===== src/hw/rtl/rcm_pkg.sv =====
`timescale 1ns / 1ps
`default_nettype none
// ----------------------------------------------------------------------------
// RMS current meter package
// Shared widths, register codes, configuration and control structures.
// ----------------------------------------------------------------------------
package rcm_pkg;

	// Field widths of the sample and result beats.
	localparam int ADC_W    = 10;
	localparam int CNT_W    = 16;
	localparam int MA_W     = 16;
	localparam int VREF_W   = 16;
	localparam int FS_W     = 16;
	localparam int SENS_W   = 10;

	// Internal datapath widths.
	localparam int SQ_W      = 2 * ADC_W;
	localparam int SUM_W     = 40;
	localparam int ROOT_W    = SUM_W / 2;
	localparam int MV_W      = ROOT_W + VREF_W;
	localparam int MA_SCALE  = 1000;
	localparam int MA_PROD_W = MV_W + 10;
	localparam int DIV_W     = 48;
	localparam int DEN_W     = 16;

	// Default values of the top-level parameters.
	localparam int ADC_BITS_DEFAULT    = 10;
	localparam int MAX_SAMPLES_DEFAULT = 16384;

	// Configuration port.
	localparam int PADDR_W = 4;
	localparam int PDATA_W = 32;

	typedef enum logic [1:0] {
		REG_ZERO_OFFSET = 2'd0,
		REG_VREF_MV     = 2'd1,
		REG_FULL_SCALE  = 2'd2,
		REG_SENSITIVITY = 2'd3
	} reg_index_t;

	localparam logic [ADC_W-1:0]  ZERO_OFFSET_RESET = 10'd512;
	localparam logic [VREF_W-1:0] VREF_RESET        = 16'd5000;
	localparam logic [FS_W-1:0]   FULL_SCALE_RESET  = 16'd1023;
	localparam logic [SENS_W-1:0] SENSITIVITY_RESET = 10'd185;

	typedef struct packed {
		logic [ADC_W-1:0]  zero_offset;
		logic [VREF_W-1:0] vref_mv;
		logic [FS_W-1:0]   full_scale;
		logic [SENS_W-1:0] sensitivity;
	} cfg_t;

	// Operand selection of the shared divider.
	typedef enum logic [1:0] {
		DIV_MEAN = 2'd0,
		DIV_MV   = 2'd1,
		DIV_MA   = 2'd2
	} div_sel_t;

	// Commands from the controller to the datapath.
	typedef struct packed {
		logic     in_ready;
		logic     square_en;
		logic     acc_en;
		logic     div_start;
		div_sel_t div_sel;
		logic     sqrt_start;
		logic     mul_mv_en;
		logic     mul_ma_en;
		logic     out_wait;
	} cmd_t;

	// Status from the datapath to the controller.
	typedef struct packed {
		logic in_valid;
		logic last;
		logic div_done;
		logic sqrt_done;
		logic out_free;
	} status_t;

endpackage : rcm_pkg
`default_nettype wire


===== src/hw/rtl/rcm_if.sv =====
`timescale 1ns / 1ps
`default_nettype none
// ----------------------------------------------------------------------------
// RMS current meter channels
// Valid/ready channels for sample beats and result beats.
// ----------------------------------------------------------------------------

// Sample channel.
interface rcm_in_if;
	logic                       valid;
	logic                       ready;
	logic [rcm_pkg::ADC_W-1:0]  adc_sample;
	logic                       window_last;

	modport source (output valid, output adc_sample, output window_last, input ready);
	modport sink   (input valid, input adc_sample, input window_last, output ready);
endinterface : rcm_in_if

// Result channel.
interface rcm_out_if;
	logic                       valid;
	logic                       ready;
	logic [rcm_pkg::MA_W-1:0]   rms_milliamps;
	logic [rcm_pkg::ADC_W-1:0]  rms_adc_codes;
	logic [rcm_pkg::CNT_W-1:0]  samples_used;

	modport source (output valid, output rms_milliamps, output rms_adc_codes,
		output samples_used, input ready);
	modport sink   (input valid, input rms_milliamps, input rms_adc_codes,
		input samples_used, output ready);
endinterface : rcm_out_if
`default_nettype wire


===== src/hw/rtl/rcm_regs.sv =====
`timescale 1ns / 1ps
`default_nettype none
// ----------------------------------------------------------------------------
// RMS current meter registers
// APB-style register file holding zero point, reference and scale values.
// ----------------------------------------------------------------------------
module rcm_regs (
	input  wire logic                          clk,
	input  wire logic                          arst_n,
	input  wire logic                          psel,
	input  wire logic                          penable,
	input  wire logic                          pwrite,
	input  wire logic [rcm_pkg::PADDR_W-1:0]   paddr,
	input  wire logic [rcm_pkg::PDATA_W-1:0]   pwdata,
	output logic      [rcm_pkg::PDATA_W-1:0]   prdata,
	output logic                               pready,
	output rcm_pkg::cfg_t                      cfg
);

	rcm_pkg::cfg_t       cfg_q;
	rcm_pkg::reg_index_t index;
	logic                wr_en;

	assign index  = rcm_pkg::reg_index_t'(paddr[3:2]);
	assign wr_en  = psel && penable && pwrite;
	assign pready = 1'b1;
	assign cfg    = cfg_q;

	// Register writes in the access phase.
	always_ff @(posedge clk or negedge arst_n) begin
		if (!arst_n) begin
			cfg_q.zero_offset <= rcm_pkg::ZERO_OFFSET_RESET;
			cfg_q.vref_mv     <= rcm_pkg::VREF_RESET;
			cfg_q.full_scale  <= rcm_pkg::FULL_SCALE_RESET;
			cfg_q.sensitivity <= rcm_pkg::SENSITIVITY_RESET;
		end else if (wr_en) begin
			case (index)
				rcm_pkg::REG_ZERO_OFFSET: cfg_q.zero_offset <= pwdata[rcm_pkg::ADC_W-1:0];
				rcm_pkg::REG_VREF_MV:     cfg_q.vref_mv     <= pwdata[rcm_pkg::VREF_W-1:0];
				rcm_pkg::REG_FULL_SCALE:  cfg_q.full_scale  <= pwdata[rcm_pkg::FS_W-1:0];
				rcm_pkg::REG_SENSITIVITY: cfg_q.sensitivity <= pwdata[rcm_pkg::SENS_W-1:0];
				default: ;
			endcase
		end
	end

	// Read data, zero-extended.
	always_comb begin
		case (index)
			rcm_pkg::REG_ZERO_OFFSET: prdata = rcm_pkg::PDATA_W'(cfg_q.zero_offset);
			rcm_pkg::REG_VREF_MV:     prdata = rcm_pkg::PDATA_W'(cfg_q.vref_mv);
			rcm_pkg::REG_FULL_SCALE:  prdata = rcm_pkg::PDATA_W'(cfg_q.full_scale);
			rcm_pkg::REG_SENSITIVITY: prdata = rcm_pkg::PDATA_W'(cfg_q.sensitivity);
			default:                  prdata = '0;
		endcase
	end

endmodule : rcm_regs
`default_nettype wire


===== src/hw/rtl/rcm_div.sv =====
`timescale 1ns / 1ps
`default_nettype none
// ----------------------------------------------------------------------------
// RMS current meter divider
// Restoring divider, one quotient bit per cycle, shared by all divisions.
// ----------------------------------------------------------------------------
module rcm_div (
	input  wire logic                         clk,
	input  wire logic                         arst_n,
	input  wire logic                         start,
	input  wire logic [rcm_pkg::DIV_W-1:0]    dividend,
	input  wire logic [rcm_pkg::DEN_W-1:0]    divisor,
	output logic                              done,
	output logic      [rcm_pkg::DIV_W-1:0]    quotient
);

	localparam int DIV_W  = rcm_pkg::DIV_W;
	localparam int DEN_W  = rcm_pkg::DEN_W;
	localparam int CNT_B  = $clog2(DIV_W);

	logic             busy_q;
	logic             done_q;
	logic [CNT_B-1:0] cnt_q;
	logic [DEN_W-1:0] rem_q;
	logic [DEN_W-1:0] den_q;
	logic [DIV_W-1:0] quo_q;
	logic [DEN_W:0]   shifted;
	logic [DEN_W:0]   diff;
	logic             ge;

	// One shift-and-subtract step.
	assign shifted  = {rem_q, quo_q[DIV_W-1]};
	assign ge       = shifted >= {1'b0, den_q};
	assign diff     = shifted - {1'b0, den_q};
	assign done     = done_q;
	assign quotient = quo_q;

	// Iteration control.
	always_ff @(posedge clk or negedge arst_n) begin
		if (!arst_n) begin
			busy_q <= 1'b0;
			done_q <= 1'b0;
			cnt_q  <= '0;
		end else if (start) begin
			busy_q <= 1'b1;
			done_q <= 1'b0;
			cnt_q  <= '0;
		end else if (busy_q) begin
			cnt_q <= cnt_q + 1'b1;
			if (cnt_q == CNT_B'(DIV_W - 1)) begin
				busy_q <= 1'b0;
				done_q <= 1'b1;
			end
		end else begin
			done_q <= 1'b0;
		end
	end

	// Partial remainder and quotient.
	always_ff @(posedge clk) begin
		if (start) begin
			rem_q <= '0;
			den_q <= divisor;
			quo_q <= dividend;
		end else if (busy_q) begin
			rem_q <= ge ? diff[DEN_W-1:0] : shifted[DEN_W-1:0];
			quo_q <= {quo_q[DIV_W-2:0], ge};
		end
	end

endmodule : rcm_div
`default_nettype wire


===== src/hw/rtl/rcm_sqrt.sv =====
`timescale 1ns / 1ps
`default_nettype none
// ----------------------------------------------------------------------------
// RMS current meter square root
// Digit-by-digit floor square root, one root bit per cycle.
// ----------------------------------------------------------------------------
module rcm_sqrt (
	input  wire logic                          clk,
	input  wire logic                          arst_n,
	input  wire logic                          start,
	input  wire logic [rcm_pkg::SUM_W-1:0]     radicand,
	output logic                               done,
	output logic      [rcm_pkg::ROOT_W-1:0]    root
);

	localparam int RAD_W  = rcm_pkg::SUM_W;
	localparam int ROOT_W = rcm_pkg::ROOT_W;
	localparam int REM_W  = ROOT_W + 4;
	localparam int CNT_B  = $clog2(ROOT_W);

	logic              busy_q;
	logic              done_q;
	logic [CNT_B-1:0]  cnt_q;
	logic [RAD_W-1:0]  rad_q;
	logic [REM_W-1:0]  rem_q;
	logic [ROOT_W-1:0] root_q;
	logic [REM_W-1:0]  shifted;
	logic [REM_W-1:0]  trial;
	logic              ge;

	// Bring down two radicand bits and try the next root bit.
	assign shifted = {rem_q[REM_W-3:0], rad_q[RAD_W-1:RAD_W-2]};
	assign trial   = {2'b00, root_q, 2'b01};
	assign ge      = shifted >= trial;
	assign done    = done_q;
	assign root    = root_q;

	// Iteration control.
	always_ff @(posedge clk or negedge arst_n) begin
		if (!arst_n) begin
			busy_q <= 1'b0;
			done_q <= 1'b0;
			cnt_q  <= '0;
		end else if (start) begin
			busy_q <= 1'b1;
			done_q <= 1'b0;
			cnt_q  <= '0;
		end else if (busy_q) begin
			cnt_q <= cnt_q + 1'b1;
			if (cnt_q == CNT_B'(ROOT_W - 1)) begin
				busy_q <= 1'b0;
				done_q <= 1'b1;
			end
		end else begin
			done_q <= 1'b0;
		end
	end

	// Remainder, root and remaining radicand bits.
	always_ff @(posedge clk) begin
		if (start) begin
			rad_q  <= radicand;
			rem_q  <= '0;
			root_q <= '0;
		end else if (busy_q) begin
			rad_q  <= {rad_q[RAD_W-3:0], 2'b00};
			rem_q  <= ge ? (shifted - trial) : shifted;
			root_q <= {root_q[ROOT_W-2:0], ge};
		end
	end

endmodule : rcm_sqrt
`default_nettype wire


===== src/hw/rtl/rcm_datapath.sv =====
`timescale 1ns / 1ps
`default_nettype none
// ----------------------------------------------------------------------------
// RMS current meter datapath
// Square accumulation, divider and root operands, scaling and result register.
// ----------------------------------------------------------------------------
module rcm_datapath #(
	parameter int ADC_BITS    = rcm_pkg::ADC_BITS_DEFAULT,
	parameter int MAX_SAMPLES = rcm_pkg::MAX_SAMPLES_DEFAULT
) (
	input  wire logic    clk,
	input  wire logic    arst_n,
	input  rcm_pkg::cfg_t   cfg,
	input  rcm_pkg::cmd_t   cmd,
	output rcm_pkg::status_t stat,
	rcm_in_if.sink       samples,
	rcm_out_if.source    results
);

	localparam int ADC_W    = rcm_pkg::ADC_W;
	localparam int SQ_W     = rcm_pkg::SQ_W;
	localparam int SUM_W    = rcm_pkg::SUM_W;
	localparam int CNT_W    = rcm_pkg::CNT_W;
	localparam int ROOT_W   = rcm_pkg::ROOT_W;
	localparam int MV_W     = rcm_pkg::MV_W;
	localparam int MAP_W    = rcm_pkg::MA_PROD_W;
	localparam int DIV_W    = rcm_pkg::DIV_W;
	localparam int DEN_W    = rcm_pkg::DEN_W;
	localparam int MA_W     = rcm_pkg::MA_W;

	// Only the low ADC_BITS bits of a code take part.
	localparam logic [ADC_W-1:0] CODE_MASK =
		(ADC_BITS >= ADC_W) ? {ADC_W{1'b1}} : ADC_W'((1 << ADC_BITS) - 1);
	localparam logic [CNT_W-1:0] COUNT_LIMIT = CNT_W'(MAX_SAMPLES);

	logic [ADC_W-1:0]  sample_q;
	logic              last_q;
	logic [SQ_W-1:0]   sq_q;
	logic [SUM_W-1:0]  sum_q;
	logic [CNT_W-1:0]  count_q;
	logic [DIV_W-1:0]  prod_q;
	logic              out_valid_q;
	logic [MA_W-1:0]   ma_q;
	logic [ADC_W-1:0]  codes_q;
	logic [CNT_W-1:0]  used_q;

	logic              accept;
	logic              out_free;
	logic              out_load;
	logic [ADC_W-1:0]  zero_m;
	logic [ADC_W-1:0]  dev;
	logic [SUM_W:0]    sum_next;
	logic [DIV_W-1:0]  dividend;
	logic [DEN_W-1:0]  divisor;
	logic [DEN_W-1:0]  fs_eff;
	logic [DEN_W-1:0]  sens_eff;
	logic              div_done;
	logic [DIV_W-1:0]  quotient;
	logic              sqrt_done;
	logic [ROOT_W-1:0] root;
	logic [MV_W-1:0]   mv_prod;
	logic [MAP_W-1:0]  ma_prod;

	// Handshake and status.
	assign accept          = cmd.in_ready && samples.valid;
	assign samples.ready   = cmd.in_ready;
	assign out_free        = !out_valid_q || results.ready;
	assign out_load        = cmd.out_wait && out_free;
	assign stat.in_valid   = samples.valid;
	assign stat.last       = last_q;
	assign stat.div_done   = div_done;
	assign stat.sqrt_done  = sqrt_done;
	assign stat.out_free   = out_free;

	// Absolute deviation from the zero point.
	assign zero_m = cfg.zero_offset & CODE_MASK;
	assign dev    = (sample_q >= zero_m) ? (sample_q - zero_m) : (zero_m - sample_q);

	// Saturating sum of squares.
	assign sum_next = {1'b0, sum_q} + (SUM_W + 1)'(sq_q);

	// Zero divisors count as one.
	assign fs_eff   = (cfg.full_scale != '0) ? cfg.full_scale : DEN_W'(1);
	assign sens_eff = (cfg.sensitivity != '0) ? DEN_W'(cfg.sensitivity) : DEN_W'(1);

	// Divider operand selection; an empty window gives a mean of zero.
	always_comb begin
		case (cmd.div_sel)
			rcm_pkg::DIV_MEAN: begin
				dividend = (count_q != '0) ? DIV_W'(sum_q) : '0;
				divisor  = (count_q != '0) ? count_q : DEN_W'(1);
			end
			rcm_pkg::DIV_MV: begin
				dividend = prod_q;
				divisor  = fs_eff;
			end
			rcm_pkg::DIV_MA: begin
				dividend = prod_q;
				divisor  = sens_eff;
			end
			default: begin
				dividend = prod_q;
				divisor  = DEN_W'(1);
			end
		endcase
	end

	// Scaling products.
	assign mv_prod = MV_W'(root) * MV_W'(cfg.vref_mv);
	assign ma_prod = MAP_W'(quotient[MV_W-1:0]) * MAP_W'(rcm_pkg::MA_SCALE);

	rcm_div u_div (
		.clk      (clk),
		.arst_n   (arst_n),
		.start    (cmd.div_start),
		.dividend (dividend),
		.divisor  (divisor),
		.done     (div_done),
		.quotient (quotient)
	);

	rcm_sqrt u_sqrt (
		.clk      (clk),
		.arst_n   (arst_n),
		.start    (cmd.sqrt_start),
		.radicand (quotient[SUM_W-1:0]),
		.done     (sqrt_done),
		.root     (root)
	);

	// Accepted sample and its square.
	always_ff @(posedge clk) begin
		if (accept) begin
			sample_q <= samples.adc_sample & CODE_MASK;
			last_q   <= samples.window_last;
		end
		if (cmd.square_en) begin
			sq_q <= SQ_W'(dev) * SQ_W'(dev);
		end
		if (cmd.mul_mv_en) begin
			prod_q <= DIV_W'(mv_prod);
		end else if (cmd.mul_ma_en) begin
			prod_q <= DIV_W'(ma_prod);
		end
	end

	// Window accumulators, cleared when the result is loaded.
	always_ff @(posedge clk or negedge arst_n) begin
		if (!arst_n) begin
			sum_q   <= '0;
			count_q <= '0;
		end else if (out_load) begin
			sum_q   <= '0;
			count_q <= '0;
		end else if (cmd.acc_en && (count_q < COUNT_LIMIT)) begin
			sum_q   <= sum_next[SUM_W] ? {SUM_W{1'b1}} : sum_next[SUM_W-1:0];
			count_q <= count_q + 1'b1;
		end
	end

	// Result valid flag.
	always_ff @(posedge clk or negedge arst_n) begin
		if (!arst_n) begin
			out_valid_q <= 1'b0;
		end else if (out_load) begin
			out_valid_q <= 1'b1;
		end else if (results.ready) begin
			out_valid_q <= 1'b0;
		end
	end

	// Result payload with saturation.
	always_ff @(posedge clk) begin
		if (out_load) begin
			ma_q    <= (|quotient[DIV_W-1:MA_W]) ? {MA_W{1'b1}} : quotient[MA_W-1:0];
			codes_q <= (|root[ROOT_W-1:ADC_W]) ? {ADC_W{1'b1}} : root[ADC_W-1:0];
			used_q  <= count_q;
		end
	end

	assign results.valid         = out_valid_q;
	assign results.rms_milliamps = ma_q;
	assign results.rms_adc_codes = codes_q;
	assign results.samples_used  = used_q;

endmodule : rcm_datapath
`default_nettype wire


===== src/hw/rtl/rcm_ctrl.sv =====
`timescale 1ns / 1ps
`default_nettype none
// ----------------------------------------------------------------------------
// RMS current meter controller
// Sequences accumulation and the window-end divide, root and scaling steps.
// ----------------------------------------------------------------------------
module rcm_ctrl (
	input  wire logic       clk,
	input  wire logic       arst_n,
	input  rcm_pkg::status_t stat,
	output rcm_pkg::cmd_t    cmd
);

	typedef enum logic [3:0] {
		S_IDLE,
		S_SQUARE,
		S_ACC,
		S_MEAN,
		S_ROOT,
		S_MUL_MV,
		S_DIV_MV,
		S_MUL_MA,
		S_DIV_MA,
		S_OUT
	} state_t;

	// Commands after reset: ready for a sample, nothing else active.
	localparam rcm_pkg::cmd_t CMD_RESET = '{
		in_ready:   1'b1,
		square_en:  1'b0,
		acc_en:     1'b0,
		div_start:  1'b0,
		div_sel:    rcm_pkg::DIV_MEAN,
		sqrt_start: 1'b0,
		mul_mv_en:  1'b0,
		mul_ma_en:  1'b0,
		out_wait:   1'b0
	};

	state_t        state_q;
	state_t        state_n;
	rcm_pkg::cmd_t cmd_q;
	rcm_pkg::cmd_t cmd_n;

	assign cmd = cmd_q;

	// Next state and commands; one-cycle strobes drop unless renewed.
	always_comb begin
		state_n          = state_q;
		cmd_n            = cmd_q;
		cmd_n.square_en  = 1'b0;
		cmd_n.acc_en     = 1'b0;
		cmd_n.div_start  = 1'b0;
		cmd_n.sqrt_start = 1'b0;
		cmd_n.mul_mv_en  = 1'b0;
		cmd_n.mul_ma_en  = 1'b0;
		case (state_q)
			S_IDLE: begin
				if (stat.in_valid) begin
					cmd_n.in_ready  = 1'b0;
					cmd_n.square_en = 1'b1;
					state_n         = S_SQUARE;
				end
			end
			S_SQUARE: begin
				cmd_n.acc_en = 1'b1;
				state_n      = S_ACC;
			end
			S_ACC: begin
				if (stat.last) begin
					cmd_n.div_sel   = rcm_pkg::DIV_MEAN;
					cmd_n.div_start = 1'b1;
					state_n         = S_MEAN;
				end else begin
					cmd_n.in_ready = 1'b1;
					state_n        = S_IDLE;
				end
			end
			S_MEAN: begin
				if (stat.div_done) begin
					cmd_n.sqrt_start = 1'b1;
					state_n          = S_ROOT;
				end
			end
			S_ROOT: begin
				if (stat.sqrt_done) begin
					cmd_n.mul_mv_en = 1'b1;
					state_n         = S_MUL_MV;
				end
			end
			S_MUL_MV: begin
				cmd_n.div_sel   = rcm_pkg::DIV_MV;
				cmd_n.div_start = 1'b1;
				state_n         = S_DIV_MV;
			end
			S_DIV_MV: begin
				if (stat.div_done) begin
					cmd_n.mul_ma_en = 1'b1;
					state_n         = S_MUL_MA;
				end
			end
			S_MUL_MA: begin
				cmd_n.div_sel   = rcm_pkg::DIV_MA;
				cmd_n.div_start = 1'b1;
				state_n         = S_DIV_MA;
			end
			S_DIV_MA: begin
				if (stat.div_done) begin
					cmd_n.out_wait = 1'b1;
					state_n        = S_OUT;
				end
			end
			S_OUT: begin
				if (stat.out_free) begin
					cmd_n.out_wait = 1'b0;
					cmd_n.in_ready = 1'b1;
					state_n        = S_IDLE;
				end
			end
			default: begin
				cmd_n.in_ready = 1'b1;
				cmd_n.out_wait = 1'b0;
				state_n        = S_IDLE;
			end
		endcase
	end

	// State and registered commands.
	always_ff @(posedge clk or negedge arst_n) begin
		if (!arst_n) begin
			state_q <= S_IDLE;
			cmd_q   <= CMD_RESET;
		end else begin
			state_q <= state_n;
			cmd_q   <= cmd_n;
		end
	end

endmodule : rcm_ctrl
`default_nettype wire


===== src/hw/rtl/rms_current_meter_top.sv =====
`timescale 1ns / 1ps
`default_nettype none
// ----------------------------------------------------------------------------
// RMS current meter
// True-RMS current from ADC samples with integer mean, root and scaling.
//
//   Channel   Direction  Handshake          Beat contents
//   samples   in         valid/ready        adc_sample, window_last
//   results   out        valid/ready        rms_milliamps, rms_adc_codes,
//                                           samples_used
//   APB       in/out     psel/penable       four configuration registers
//
// A sample that does not end its window goes through accept, square and
// accumulate steps. A window-end sample adds three passes through the
// shared 48-step bit-serial divider and a 20-step root.
// Reset clears the window sum and count and loads the register defaults.
// A result waits in the output register while samples are accepted again;
// the next window end stalls only if that result is still not taken.
// ----------------------------------------------------------------------------
module rms_current_meter_top #(
	parameter int ADC_BITS    = rcm_pkg::ADC_BITS_DEFAULT,
	parameter int MAX_SAMPLES = rcm_pkg::MAX_SAMPLES_DEFAULT
) (
	input  wire logic                          clk,
	input  wire logic                          arst_n,
	input  wire logic                          psel,
	input  wire logic                          penable,
	input  wire logic                          pwrite,
	input  wire logic [rcm_pkg::PADDR_W-1:0]   paddr,
	input  wire logic [rcm_pkg::PDATA_W-1:0]   pwdata,
	output logic      [rcm_pkg::PDATA_W-1:0]   prdata,
	output logic                               pready,
	rcm_in_if.sink                             samples,
	rcm_out_if.source                          results
);

	rcm_pkg::cfg_t    cfg;
	rcm_pkg::cmd_t    cmd;
	rcm_pkg::status_t stat;

	// Configuration registers.
	rcm_regs u_regs (
		.clk     (clk),
		.arst_n  (arst_n),
		.psel    (psel),
		.penable (penable),
		.pwrite  (pwrite),
		.paddr   (paddr),
		.pwdata  (pwdata),
		.prdata  (prdata),
		.pready  (pready),
		.cfg     (cfg)
	);

	// Sequencer.
	rcm_ctrl u_ctrl (
		.clk    (clk),
		.arst_n (arst_n),
		.stat   (stat),
		.cmd    (cmd)
	);

	// Arithmetic and result register.
	rcm_datapath #(
		.ADC_BITS    (ADC_BITS),
		.MAX_SAMPLES (MAX_SAMPLES)
	) u_datapath (
		.clk     (clk),
		.arst_n  (arst_n),
		.cfg     (cfg),
		.cmd     (cmd),
		.stat    (stat),
		.samples (samples),
		.results (results)
	);

endmodule : rms_current_meter_top
`default_nettype wire


===== src/flat_wrapper.sv =====
// flat-port wrapper written by rule: the top's interface ports become plain ports
module rms_current_meter_top_flat 
#(
	parameter int ADC_BITS    = rcm_pkg::ADC_BITS_DEFAULT,
	parameter int MAX_SAMPLES = rcm_pkg::MAX_SAMPLES_DEFAULT
)
  (clk, arst_n, psel, penable, pwrite, paddr, pwdata, prdata, pready, samples_valid, samples_adc_sample, samples_window_last, samples_ready, results_valid, results_rms_milliamps, results_rms_adc_codes, results_samples_used, results_ready);
  rcm_in_if samples_i ();
  rcm_out_if results_i ();
  input  wire logic clk;
  input  wire logic arst_n;
  input  wire logic psel;
  input  wire logic penable;
  input  wire logic pwrite;
  input  wire logic [rcm_pkg::PADDR_W-1:0] paddr;
  input  wire logic [rcm_pkg::PDATA_W-1:0] pwdata;
  output logic      [rcm_pkg::PDATA_W-1:0] prdata;
  output logic pready;
  input wire logic [$bits(samples_i.valid)-1:0] samples_valid;
  input wire logic [$bits(samples_i.adc_sample)-1:0] samples_adc_sample;
  input wire logic [$bits(samples_i.window_last)-1:0] samples_window_last;
  output wire logic [$bits(samples_i.ready)-1:0] samples_ready;
  output wire logic [$bits(results_i.valid)-1:0] results_valid;
  output wire logic [$bits(results_i.rms_milliamps)-1:0] results_rms_milliamps;
  output wire logic [$bits(results_i.rms_adc_codes)-1:0] results_rms_adc_codes;
  output wire logic [$bits(results_i.samples_used)-1:0] results_samples_used;
  input wire logic [$bits(results_i.ready)-1:0] results_ready;
  assign samples_i.valid = samples_valid;
  assign samples_i.adc_sample = samples_adc_sample;
  assign samples_i.window_last = samples_window_last;
  assign samples_ready = samples_i.ready;
  assign results_valid = results_i.valid;
  assign results_rms_milliamps = results_i.rms_milliamps;
  assign results_rms_adc_codes = results_i.rms_adc_codes;
  assign results_samples_used = results_i.samples_used;
  assign results_i.ready = results_ready;
  rms_current_meter_top #(.ADC_BITS(ADC_BITS), .MAX_SAMPLES(MAX_SAMPLES)) u_core (.clk(clk), .arst_n(arst_n), .psel(psel), .penable(penable), .pwrite(pwrite), .paddr(paddr), .pwdata(pwdata), .prdata(prdata), .pready(pready), .samples(samples_i), .results(results_i));
endmodule

===== config.mk =====
export PLATFORM = sky130hd
export DESIGN_NAME = rms_current_meter_top_flat
export DESIGN_NICKNAME = d
export VERILOG_FILES = /design/src/hw/rtl/rcm_pkg.sv /design/src/hw/rtl/rcm_if.sv /design/src/hw/rtl/rcm_regs.sv /design/src/hw/rtl/rcm_div.sv /design/src/hw/rtl/rcm_sqrt.sv /design/src/hw/rtl/rcm_datapath.sv /design/src/hw/rtl/rcm_ctrl.sv /design/src/hw/rtl/rms_current_meter_top.sv /design/src/flat_wrapper.sv
export SDC_FILE = /design/constraint.sdc
export NUM_CORES = 2
export LEC_CHECK = 0
export ABC_AREA = 0
export BUFFER_PORTS_ARGS = -buffer_cell sky130_fd_sc_hd__buf_4
export CAP_MARGIN = 30
export CORE_ASPECT_RATIO = 0.5
export CORE_MARGIN = 2
export CORE_UTILIZATION = 30
export DETAILED_ROUTE_END_ITERATION = 8
export GPL_ROUTABILITY_DRIVEN = 0
export RECOVER_POWER = 50
export SLEW_MARGIN = 20
export SYNTH_ARGS = -nofsm -noshare
export SYNTH_HDL_FRONTEND = slang
export SYNTH_HIERARCHICAL = 1
export SYNTH_SLANG_ARGS = --single-unit

===== constraint.sdc =====
create_clock -name clk -period 9.7 [get_ports clk]
set_input_delay 1.455 -clock clk [delete_from_list [all_inputs] [get_ports clk]]
set_output_delay 1.455 -clock clk [all_outputs]
set_load 0.01 [all_outputs]

# After elaboration in Yosys (flattened, before gate mapping)
# Cells that the tools add are included.
# classes
n_mul	3
magnitude_cmp	4
n_eq_ne	26
div	0
bitwise_logic	2
add_sub_neg	8
n_shift	0
n_reduce_logical	31
n_mux	63
# op_table
cell	n
$mux 40	6
$pmux 32 s4	1
$mux 48	2
$mux 16	5
$mux 36	2
$pmux 16 s3	1
$mux 46	1
$mul 36x7->43 const B	1
$add 40x20->41	1
$pmux 4 s10	1
$mul 20x16->36	1
$reduce_bool 16->1	2
$reduce_or 32->1	1
$mux 1	25
$ge 24x22->1	1
$mux 4	6
$mux 22	1
$sub 22x22->22	1
$mul 10x10->20	1
$mux 10	2
$sub 10x10->10	2
$ge 17x16->1	1
$add 16x1->16 const B	1
$eq 4x3->1 const B	4
other kinds (37)	67
# word_totals
mem_bits_ro	0
reg_bits	419
output_inout_bits	77
ramBits	0
in_bits	54
elab_cells	174
latchBits	0
mem_count	0

# Logic depth before layout (Yosys ltp)
# depth
depth_word	4
ltp_mapped	33
depth_no_buf	33

# Hierarchy
# Netlist, hierarchy kept.
# modules_own_cells
module	area_per_inst_um2	cells_each	n_inst
rcm_datapath	28467.3	3059	1
rcm_sqrt	4842.1	467	1
rcm_div	4376.7	338	1
rcm_regs	2512.4	154	1
rcm_ctrl	729.4	78	1

# Least setup slack after synthesis
# Ideal clock, no wire load.
# synth_path
path_kind	register to register
startpoint	register u_core.u_datapath.sample_q[0]
endpoint	register u_core.u_datapath.sq_q[18] (data pin)
setup_time_ns	0.195
t_required_ns	9.505
path_buffers	0
slack_ns	1.886
period_less_slack_ns	7.814
arrival_ns	7.619
path_stages_with_launch	32
cell_sequence	edfxtp_1 > inv_1 > ha_1 > inv_1 > fa_1 > a21o_1 > a2111oi_4 > o21ai_2 > a21oi_4 > mux2_4 > a31o_2 > a21boi_2 > xnor2_2 > inv_2 > nand2_1 > fa_1 > fa_1 > inv_1 > fa_1 > fa_1 > inv_1 > fa_1 > inv_1 > ha_1 > and2_1 > nand2_1 > nand2_1 > a31oi_1 > o21ai_0 > a2111oi_0 > nor2_1 > o311ai_0
# synth_via
elab_chain_len	3
# synth_rtl
item	line	text
start: declaration	rcm_datapath.sv:36	logic [ADC_W-1:0] sample_q;
start signal: assignment	rcm_datapath.sv:134	sample_q <= samples.adc_sample & CODE_MASK;
$sub 10x10->10 / $ge 10x10->1 (equally long branches)	rcm_datapath.sv:77	assign dev = (sample_q >= zero_m) ? (sample_q - zero_m) : (zero_m - sample_q);
$mux 10 *	rcm_datapath.sv:77	
$mul 10x10->20 *	rcm_datapath.sv:138	sq_q <= SQ_W'(dev) * SQ_W'(dev);
end signal: assignment	rcm_datapath.sv:138	
end: declaration	rcm_datapath.sv:38	logic [SQ_W-1:0] sq_q;
# Every way passes the cells marked *; elsewhere a longest branch is shown, timed or not.
# A chain may end at the register's enable or synchronous reset.

# Worst setup path in the final report
# Same ends and word-level chain as after synthesis.

==> results.toml <==
[status]
status = "finished, violations left"
violations = "capacitance limit, slew limit"

[clock_network]
clk_path_buf_depth = 3
cts.repair.resized = 0
insertion_delay_ps = 630
cts_tree = "built"
root_buffer = "clkbuf_16"
cts_hold_buf = 0
cts_setup_buffers = 0
cts_max_level = 2
cts_buffers = 47
cts_sinks = 418
clkTransAtPathRegs_ps = 70

[critical_path]
worstPathArrival_ps = 9160
cp_max_fo = 9
endpoint_kind = "flop"
cp_slowest_cell = "fa_1"
critPathMaxStageDelay_ps = 560
crit_type = "flop to flop"
cp_common_cell = "fa_1"
cp-start-kind = "flop"
crit_required_ps = 10090

[route]
viasPerCell = 5.052
drc = 0
totalWireLength_um = 110000
drtIter0Drc = 2186
wl_per_cell_um = 18.47
vias = 30093
detail-route-antenna-nets = 0
firstDrtPassIters = 5

[yosys]
yosys-top-cells-count = "inv_1, nand2_1, fa_1, ha_1, nor2_1"
ys.flop_type = "edfxtp_1"
synth_edf_count = 212
synth_most_common_cell = "inv_1"
synth_top_area_frac = 0.2128
syn_area_mm2 = 0.04093
syn_inst = 4096
synth_top_cell_by_area = "fa_1"
yosys_warnings = 6
yosysUniqueCellTypes = 113
avgSynthCellArea_um2 = 9.992
async_flop_share = 0.3301
synth_seq_area_share = 0.2739
ys_ff_latch = 418
synth_area_leaders = "fa_1, edfxtp_1, ha_1"

[global_route]
grt_pass1_vias = 31184
globalRouteOverflowTotal = 0
grt_pass1_wl_um = 177400
antenna_found_initial = 0
track_usage = 0.1581
grt_max_degree = 75

[placement]
io_buffers = 95
hpwl_um = 83330

[final_layout]
layout.nets = 4952
drive_gt1_frac = 0.1119
area_growth_pct = 9.862
n_antenna_cell = 0

[timing]
hold_slack_ps = 433.1
slew_violations = 351
fin_crit_ps = 8765
setup_viol = 0
fin_crit_sh = 0.9036
finalHoldViolations = 0
setup-tns-final_ps = 0
rsz0062_at_grt = "no"
max_slew.worst_pin.slew_ps = 4120
relSlewSlack = -1.747
skew_ps = 16.61
fmax_ghz = 0.1141

[floorplan]
die_h_um = 265.2
rows = 95
die_area_mm2 = 0.1396
start_util = 0.3036
core-area_mm2 = 0.1348
die-width_um = 526.4
ioPinCount = 131

[min_path]
hold_class = "flop to flop"

[job]
drv_cap = 8
cells in the final DEF (no fill, tap or decap), types with 41 or more instances in the layout:
cell,count
inv_1,503
nand2_1,448
fa_1,435
ha_1,339
nor2_1,217
edfxtp_1,212
a21oi_1,162
o21ai_0,138
and2_1,135
mux2_2,134
buf_4,117
dfrtp_1,114
nand3_1,82
xnor2_1,72
xor2_1,71
dfxtp_1,68
mux2i_1,66
nor3_1,57
a21o_1,51
clkbuf_16,48
or2_2,44
a211oi_1,41
state kept, by name, indices dropped and copies added (netlist names), 4 cells and up:
| name | cells |
|---|---|
| u_core/u_datapath/results.samples_used | 16 |
| u_core/u_ctrl/cmd | 10 |
| u_core/u_datapath/count_q | 16 |
| u_core/u_datapath/u_sqrt/rad_q | 40 |
| u_core/u_datapath/u_div/cnt_q | 6 |
| u_core/u_datapath/u_sqrt/rem_q | 22 |
| u_core/u_datapath/prod_q | 46 |
| u_core/u_datapath/sum_q | 40 |
| u_core/u_datapath/sample_q | 10 |
| u_core/u_datapath/sq_q | 19 |
| u_core/u_datapath/u_sqrt/cnt_q | 5 |
| u_core/u_datapath/u_div/den_q | 16 |
| u_core/u_regs/cfg | 52 |
| u_core/u_datapath/u_sqrt/root | 20 |
| u_core/u_datapath/results.rms_adc_codes | 10 |
| u_core/u_datapath/u_div/quotient | 48 |
| u_core/u_datapath/results.rms_milliamps | 16 |
| u_core/u_datapath/u_div/rem_q | 16 |
| u_core/u_ctrl/state_q | 4 |
cells by family after synthesis:
kind of cell               count (synthesis)  synth area share
and+or+nand+nor                         1191            0.1404
adders and majority gates                774            0.3164
buffers and inverters                    696           0.06863
AOI/OAI and AO/OA                        646            0.1055
xor gates and xnor gates                 145           0.03167
DFF                                      418            0.2739
muxes                                    223           0.06325
other                                      3         0.0002751
stage by stage:
| stage | worst slack, ps | cell area (µm²) | util | instances |
|---|---|---|---|---|
| after floorplan | 1886 | 40990 | - | 4112 |
| after global placement | 1148 | 43420 | 0.3221 | 5859 |
| after detailed placement | 1012 | 43450 | 0.3224 | 5861 |
| after CTS | 966.1 | 45010 | 0.3340 | 5949 |
| after global routing | 381.8 | 44960 | 0.3336 | 5957 |
| final | 934.7 | 44960 | 0.3336 | 5957 |
per-layer routing:
metal | vias to the layer above | GRT usage | routed length (µm)
met1 | 15278 | 0.2255 | 51760
met2 | 831 | 0.2486 | 48830
met4 | 0 | 0.04262 | 2651
met5 | - | 0 | 0
met3 | 143 | 0.02463 | 6805
li1 | 13841 | - | -
worst paths after layout:
check                                                   startpoint                                  to  slack [ps]  cells past startpoint
worst max register to register       u_core/u_datapath/sample_q[0]          u_core/u_datapath/sq_q[18]         930                     31
worst min-delay path            u_core/u_datapath/u_sqrt/rem_q[21]  u_core/u_datapath/u_sqrt/rem_q[21]         430                      2
worst min register to register  u_core/u_datapath/u_sqrt/rem_q[21]  u_core/u_datapath/u_sqrt/rem_q[21]         430                      2
max in group asynchronous                                   arst_n     u_core/u_datapath/u_sqrt/busy_q        2170                      3
worst max-delay path                 u_core/u_datapath/sample_q[0]          u_core/u_datapath/sq_q[18]         930                     31
min in group asynchronous                                   arst_n               u_core/u_regs/cfg[46]        2270                      1
critical path, delay by kind of cell (launching register included):
kind                     cells  cell delay (ps)
AO/OA/AOI/OAI               10             2980
adder cells (fa/ha/maj)      8             3470
buffers and inverters        6              500
multiplexers                 1              360
flip-flops                   1              390
AND/OR/NAND/NOR              5              600
XOR/XNOR                     1              260
layout make-up:
| cell class | count | area, µm² |
|---|---|---|
| Multi-Input combinational cell | 2998 | 26930 |
| Tap cell | 1794 | 2245 |
| Inverter | 509 | 1913 |
| Clock inverter | 20 | 185.2 |
| Clock buffer | 68 | 1376 |
| Sequential cell | 418 | 11210 |
| Timing Repair Buffer | 150 | 1101 |
| Fill cell | 13741 | 89830 |
Power is not shown: default switching activity piles up to over one toggle a cycle in this logic, so the estimate is an artifact.
